File: src/hdl/egcd_pkg.sv
// ----------------------------------------------------------------------------
// egcd_pkg
// Shared widths, sequencer states and control structs of the extended GCD unit.
// ----------------------------------------------------------------------------
package egcd_pkg;

  localparam int unsigned OpW   = 32;          // operand width
  localparam int unsigned CoefW = OpW + 1;     // signed coefficient width
  localparam int unsigned CntW  = $clog2(OpW); // divider step counter width

  typedef enum logic [1:0] {
    ST_IDLE,
    ST_CHECK,
    ST_DIV
  } egcd_state_e;

  typedef struct packed {
    logic start;
  } div_ctrl_t;

  typedef struct packed {
    logic busy;
    logic done;
  } div_stat_t;

endpackage

File: src/hdl/egcd_div.sv
// ----------------------------------------------------------------------------
// egcd_div
// Restoring divider, one quotient bit per cycle, MSB first. Each quotient bit
// also drives a shift-add of two coefficients, so the unit returns the
// remainder and both products coef * quotient modulo 2^CoefW.
// ----------------------------------------------------------------------------
module egcd_div
  import egcd_pkg::*;
(
  input  logic             clk_i,
  input  logic             rst_ni,
  input  div_ctrl_t        ctrl_i,
  input  logic [OpW-1:0]   dividend_i,
  input  logic [OpW-1:0]   divisor_i,
  input  logic [CoefW-1:0] coef_a_i,
  input  logic [CoefW-1:0] coef_b_i,
  output div_stat_t        stat_o,
  output logic [OpW-1:0]   remainder_o,
  output logic [CoefW-1:0] prod_a_o,
  output logic [CoefW-1:0] prod_b_o
);

  logic            run_q, run_d;
  logic            done_q, done_d;
  logic [CntW-1:0] cnt_q, cnt_d;

  logic [OpW-1:0]   rp_q, rp_d;
  logic [OpW-1:0]   dvd_q, dvd_d;
  logic [CoefW-1:0] acc_a_q, acc_a_d;
  logic [CoefW-1:0] acc_b_q, acc_b_d;

  logic [OpW:0]     shifted;
  logic [OpW:0]     diff;
  logic             qbit;

  assign shifted = {rp_q, dvd_q[OpW-1]};
  assign diff    = shifted - {1'b0, divisor_i};
  assign qbit    = ~diff[OpW];

  always_comb begin
    run_d   = run_q;
    done_d  = 1'b0;
    cnt_d   = cnt_q;
    rp_d    = rp_q;
    dvd_d   = dvd_q;
    acc_a_d = acc_a_q;
    acc_b_d = acc_b_q;
    if (ctrl_i.start) begin
      run_d   = 1'b1;
      cnt_d   = '0;
      rp_d    = '0;
      dvd_d   = dividend_i;
      acc_a_d = '0;
      acc_b_d = '0;
    end else if (run_q) begin
      rp_d    = qbit ? diff[OpW-1:0] : shifted[OpW-1:0];
      dvd_d   = {dvd_q[OpW-2:0], 1'b0};
      acc_a_d = {acc_a_q[CoefW-2:0], 1'b0} + (qbit ? coef_a_i : '0);
      acc_b_d = {acc_b_q[CoefW-2:0], 1'b0} + (qbit ? coef_b_i : '0);
      cnt_d   = cnt_q + 1'b1;
      if (cnt_q == CntW'(OpW - 1)) begin
        run_d  = 1'b0;
        done_d = 1'b1;
      end
    end
  end

  always_ff @(posedge clk_i or negedge rst_ni) begin
    if (!rst_ni) begin
      run_q  <= 1'b0;
      done_q <= 1'b0;
      cnt_q  <= '0;
    end else begin
      run_q  <= run_d;
      done_q <= done_d;
      cnt_q  <= cnt_d;
    end
  end

  always_ff @(posedge clk_i) begin
    rp_q    <= rp_d;
    dvd_q   <= dvd_d;
    acc_a_q <= acc_a_d;
    acc_b_q <= acc_b_d;
  end

  assign stat_o.busy = run_q;
  assign stat_o.done = done_q;
  assign remainder_o = rp_q;
  assign prod_a_o    = acc_a_q;
  assign prod_b_o    = acc_b_q;

endmodule

File: src/hdl/extended_gcd_unit.sv
// ----------------------------------------------------------------------------
// extended_gcd_unit
// Extended Euclidean algorithm: gcd(a,b) and coefficients s, t with
// s*a + t*b = gcd, using one shared bit-serial divider per Euclid step.
// ----------------------------------------------------------------------------
// Each Euclid step: a check state starts the divider, a divide state waits
// for its done; a check that finds a zero remainder ends the transaction.
// Throughput: one transaction at a time; busy stays high until the result.
// The result strobe lasts one cycle and the receiver cannot stall it.
// Reset clears the sequencer and the strobe; data registers are not reset.
// ----------------------------------------------------------------------------
module extended_gcd_unit
  import egcd_pkg::*;
(
  input  logic                    clk_i,
  input  logic                    rst_ni,
  input  logic                    start,
  output logic                    busy,
  input  logic [OpW-1:0]          value_a_i,
  input  logic [OpW-1:0]          value_b_i,
  output logic                    result_valid_o,
  output logic [OpW-1:0]          gcd_value_o,
  output logic signed [CoefW-1:0] bezout_s_o,
  output logic signed [CoefW-1:0] bezout_t_o
);

  egcd_state_e state_q, state_d;

  logic [OpW-1:0]   r_prev_q, r_cur_q;
  logic [CoefW-1:0] sa_prev_q, sa_cur_q;
  logic [CoefW-1:0] sb_prev_q, sb_cur_q;

  logic [OpW-1:0]   gcd_q;
  logic [CoefW-1:0] s_q, t_q;
  logic             valid_q;

  div_ctrl_t        div_ctrl;
  div_stat_t        div_stat;
  logic [OpW-1:0]   div_rem;
  logic [CoefW-1:0] prod_a, prod_b;

  logic accept, finish, update;

  egcd_div u_div (
    .clk_i       (clk_i),
    .rst_ni      (rst_ni),
    .ctrl_i      (div_ctrl),
    .dividend_i  (r_prev_q),
    .divisor_i   (r_cur_q),
    .coef_a_i    (sa_cur_q),
    .coef_b_i    (sb_cur_q),
    .stat_o      (div_stat),
    .remainder_o (div_rem),
    .prod_a_o    (prod_a),
    .prod_b_o    (prod_b)
  );

  // next state
  always_comb begin
    state_d = state_q;
    case (state_q)
      ST_IDLE: begin
        if (start) state_d = ST_CHECK;
      end
      ST_CHECK: begin
        state_d = (r_cur_q == '0) ? ST_IDLE : ST_DIV;
      end
      ST_DIV: begin
        if (div_stat.done) state_d = ST_CHECK;
      end
      default: state_d = ST_IDLE;
    endcase
  end

  // outputs of the sequencer
  always_comb begin
    busy           = 1'b1;
    accept         = 1'b0;
    finish         = 1'b0;
    update         = 1'b0;
    div_ctrl.start = 1'b0;
    case (state_q)
      ST_IDLE: begin
        busy   = 1'b0;
        accept = start;
      end
      ST_CHECK: begin
        finish         = (r_cur_q == '0);
        div_ctrl.start = (r_cur_q != '0);
      end
      ST_DIV: begin
        update = div_stat.done;
      end
      default: busy = 1'b0;
    endcase
  end

  always_ff @(posedge clk_i or negedge rst_ni) begin
    if (!rst_ni) begin
      state_q <= ST_IDLE;
      valid_q <= 1'b0;
    end else begin
      state_q <= state_d;
      valid_q <= finish;
    end
  end

  // Euclid registers: load operands, then shift the pairs after each division
  always_ff @(posedge clk_i) begin
    if (accept) begin
      r_prev_q  <= value_a_i;
      r_cur_q   <= value_b_i;
      sa_prev_q <= CoefW'(1);
      sa_cur_q  <= '0;
      sb_prev_q <= '0;
      sb_cur_q  <= CoefW'(1);
    end else if (update) begin
      r_prev_q  <= r_cur_q;
      r_cur_q   <= div_rem;
      sa_prev_q <= sa_cur_q;
      sa_cur_q  <= sa_prev_q - prod_a;
      sb_prev_q <= sb_cur_q;
      sb_cur_q  <= sb_prev_q - prod_b;
    end
  end

  always_ff @(posedge clk_i) begin
    if (finish) begin
      gcd_q <= r_prev_q;
      s_q   <= sa_prev_q;
      t_q   <= sb_prev_q;
    end
  end

  assign result_valid_o = valid_q;
  assign gcd_value_o    = gcd_q;
  assign bezout_s_o     = s_q;
  assign bezout_t_o     = t_q;

endmodule
File: config.mk
export PLATFORM = sky130hd
export DESIGN_NAME = extended_gcd_unit
export DESIGN_NICKNAME = d
export VERILOG_FILES = /design/src/hdl/egcd_pkg.sv /design/src/hdl/egcd_div.sv /design/src/hdl/extended_gcd_unit.sv
export SDC_FILE = /design/constraint.sdc
export NUM_CORES = 1
export LEC_CHECK = 0
export BUFFER_PORTS_ARGS = -buffer_cell sky130_fd_sc_hd__buf_4
export CORE_MARGIN = 3
export CORE_UTILIZATION = 45
export CTS_CLUSTER_DIAMETER = 200
export DETAILED_ROUTE_END_ITERATION = 12
export PLACE_DENSITY_LB_ADDON = 0.12
export SLEW_MARGIN = 20
export SYNTH_ARGS = -nofsm -noshare
export SYNTH_HDL_FRONTEND = slang
export SYNTH_SLANG_ARGS = --single-unit
File: constraint.sdc
create_clock -name clk_i -period 5.7 [get_ports clk_i]
set_clock_uncertainty 0.1 [all_clocks]
set_input_delay 0.285 -clock clk_i [delete_from_list [all_inputs] [get_ports clk_i]]
set_output_delay 0.285 -clock clk_i [all_outputs]
set_load 0.005 [all_outputs]
==> run_results.csv <==
group,metric,value,unit
run_status,status,"completed",
global_routing,grt_overflow,0,
synthesis,yosys_register_bits,434,
place,hpwl,43200,um
timing,setup_viol,0,
global_routing,antenna_found_initial,1,
global_routing,use_met3,2.82,%
timing,whs,0.114,ns
synthesis,synthTopCellsByArea,"edfxtp_1, dfxtp_1, ha_1",
synthesis,synth_common_cells,"nand2_1, a21oi_1, dfxtp_1",
global_routing,grt_max_degree,90,
timing,post-route-period-util,99.6,%
synthesis,synthMuxAreaShare,3.01,%
global_routing,use_met1,30.6,%
route,dr.pass1.iters,8,
synthesis,async_flop_share,2.30,%
flow_run,drv_cap,0,
finish,drive_above_1_share,13.9,%
synthesis,synthSimpleGateAreaFrac,16.8,%
place,dpl.cell_count,3479,
floorplanning,die_h,237,um
clock_tree,numCtsBuffers,48,
floorplanning,rows,83,
timing,slew_headroom,33.0,%
synthesis,syn_area_per_cell,8.95,um2
timing,rsz0062_at_grt,"yes",
global_routing,use_met2,36.0,%
power,p_per_area,405,mW/mm2
synthesis,synth.distinct_cells,80,
critical_path,crit_required,6.04,ns
critical_path,start_kind,"flip-flop",
global_routing,track_usage,21.9,%
timing,final.setup.tns,0,ns
route,routedWlPerCell,17.3,um
synthesis,synth_top_family_by_area,"compound AO/OA/AOI/OAI gates",
floorplanning,die_area,0.0560,mm2
critical_path,critPathBufInv,0,
critical_path,slowest_stage,"a2111o_1",
global_routing,top_usage_layer,"met2",
route,routed_wl,63100,um
power,ir_drop,0.283,mV
global_routing,grt_pass1_vias,19300,
synthesis,ys_warn_count,0,
floorplanning,start_util,46.0,%
route,drc,0,
route,avgViaCountPerCell,5.45,
critical_path,arrival,6.02,ns
power,cellLeakagePower,12.7,nW
synthesis,syn-cell-area,0.0240,mm2
critical_path,path_cells,"ha_4 -> fa_2 -> nand2b_4 -> a211o_1 -> a2111o_1 -> a211oi_2 -> nor2_2 -> o31a_4 -> xnor2_4 -> and2_4 -> ha_4 -> a2111oi_4 -> o31ai_4 -> a311oi_2 -> o21ai_2 -> a2111o_1 -> a211o_1 -> a21oi_2 -> o21ai_2 -> xnor3_1 -> a21oi_1",
synthesis,synth-edff-count,194,
finish,finalNetCount,3166,
finish,layoutNonFillerInstCount,3649,
critical_path,setup.worst_path.class,"flip-flop to flip-flop",
clock_tree,clkTransAtPathRegs,0.06,ns
critical_path,cp_max_fo,5,
route,num_vias,19900,
timing,worst_pin_slew,1.00,ns
clock_tree,cts_tree,"yes",
floorplanning,die_w,237,um
timing,fin_ws,0.0209,ns
synthesis,synth.top_cell.area_share,24.3,%
timing,slew_violations,0,
synthesis,dominantRegCellSynth,"dfxtp_1",
floorplanning,core,0.0520,mm2
clock_tree,htreeDepth,2,
synthesis,seq_area_frac_synth,44.6,%
synthesis,yosysMostFrequentCell,"nand2_1",
place,pre_cts_slack,-0.201,ns
synthesis,synth_fa_ha_area_share,8.99,%
synthesis,synthCells,2676,
route,drt_first_iter_violations,1034,
clock_tree,cts_max_path_buffers,3,
synthesis,synth-xor-area-share,4.85,%
clock_tree,clockRootBuffer,"clkbuf_16",
global_routing,grt_pass1_wl,102000,um
critical_path,critical_path.top_delay_family,"compound AO/OA/AOI/OAI gates",
timing,min_period,5.68,ns
floorplanning,ios,167,
timing,hold_violations,0,
route,drtAntennaViolNets,0,
synthesis,yosys.area.top_type,"edfxtp_1",
place,place_congestion,0.903,
timing,fmax,0.176,GHz
synthesis,synth-compound-area-share,17.6,%
worst_hold_path,holdCritPathClass,"input port to flip-flop",
place,port-buffer-count,166,
clock_tree,clock-sinks,434,
finish,syn2layout_area_growth,21.5,%
clock_tree,clkLatencyLatePin,0.58,ns
critical_path,end_kind,"flip-flop",
synthesis,synth_nets,2912,
critical_path,cp_slowest_stage_delay,0.46,ns
-- routing by layer --
metal,wire length (um),up-vias
li1,-,9902
met2,29200,397
met1,29800,9471
met4,1470,0
met5,0,-
met3,2680,104
-- layout make-up --
class	instances	area (um2)
Antenna cell	1	2.50
Clock buffer	66	1340
Clock inverter	22	357
Fill cell	4656	22900
Inverter	133	499
Multi-Input combinational cell	1989	12700
Sequential cell	434	10700
Tap cell	680	851
Timing Repair Buffer	324	2700
-- through the flow --
step                      util [%]  total power, mW  area [um2]
after CTS                     55.6             11.8       28900
after detailed placement      50.4             8.15       26200
after floorplan                  -             7.11       24000
after global placement        50.4             8.08       26200
after global routing          55.9             12.5       29100
final                         55.9             11.8       29100
-- path summary, 6_finish.rpt --
| path | cells past startpoint | slack, ns | endpoint | start |
|---|---|---|---|---|
| worst max-delay path | 21 | 0.02 | u_div.prod_b_o[32] | r_cur_q[0] |
| worst min-delay path | 4 | 0.11 | state_q[0] | start |
| worst max register to register | 21 | 0.02 | u_div.prod_b_o[32] | r_cur_q[0] |
| worst min register to register | 0 | 0.33 | bezout_s_o[0] | sa_prev_q[0] |
| max in group asynchronous | 3 | 4.30 | u_div.run_q | rst_ni |
| min in group asynchronous | 3 | 0.73 | u_div.cnt_q[2] | rst_ni |
-- worst register-to-register path: stages (launching register included) --
cell	delay, ns
edfxtp_1	0.44
ha_4	0.20
fa_2	0.33
nand2b_4	0.15
a211o_1	0.28
a2111o_1	0.44
a211oi_2	0.23
nor2_2	0.08
o31a_4	0.31
xnor2_4	0.28
and2_4	0.22
ha_4	0.20
a2111oi_4	0.43
o31ai_4	0.14
a311oi_2	0.38
o21ai_2	0.12
a2111o_1	0.46
a211o_1	0.31
a21oi_2	0.14
o21ai_2	0.07
xnor3_1	0.19
a21oi_1	0.06
-- sequential cells by signal (all words and copies together), names as in the netlist --
signal             count
sb_prev_q             33
u_div.done_q           1
state_q                2
u_div.cnt_q            5
sb_cur_q              33
u_div.prod_a_o        33
sa_cur_q              33
u_div.dvd_q           32
u_div.remainder_o     32
r_prev_q              32
result_valid_o         1
bezout_s_o            33
bezout_t_o            33
r_cur_q               32
sa_prev_q             33
u_div.prod_b_o        33
gcd_value_o           32
u_div.run_q            1
-- cell families after synthesis --
family / after synthesis
compound gates: 692
fa+ha+maj: 169
simple gates: 927
buf+inv: 253
flops: 434
xor+xnor: 129
mux: 72
-- report_power, final --
group	total [mW]	switching, mW	internal (mW)
registers	4.04	0.243	3.79
logic	4.39	2.53	1.87
clock network	3.35	1.26	2.09
-- repair_timing --
action	CTS	global route
resized for setup	48	29
hold endpoints to repair	74	0
setup buffers	8	6
hold buffers	66	0
setup endpoints to repair	14	30
cloned	2	0
pin swaps	34	43
-- layout by cell type (no fill, tap or decap), types with 66 or more instances in the layout --
| master | count |
|---|---|
| buf_4 | 249 |
| ha_1 | 153 |
| xnor2_1 | 77 |
| edfxtp_1 | 194 |
| nand2_1 | 513 |
| and2_1 | 67 |
| a21oi_1 | 268 |
| dfxtp_1 | 230 |
| o21ai_0 | 143 |
| nor2_1 | 172 |
| a21o_1 | 72 |
| inv_1 | 132 |
| dlygate4sd3_1 | 66 |
| mux2i_1 | 71 |
Power figures use the tool's default switching activity.
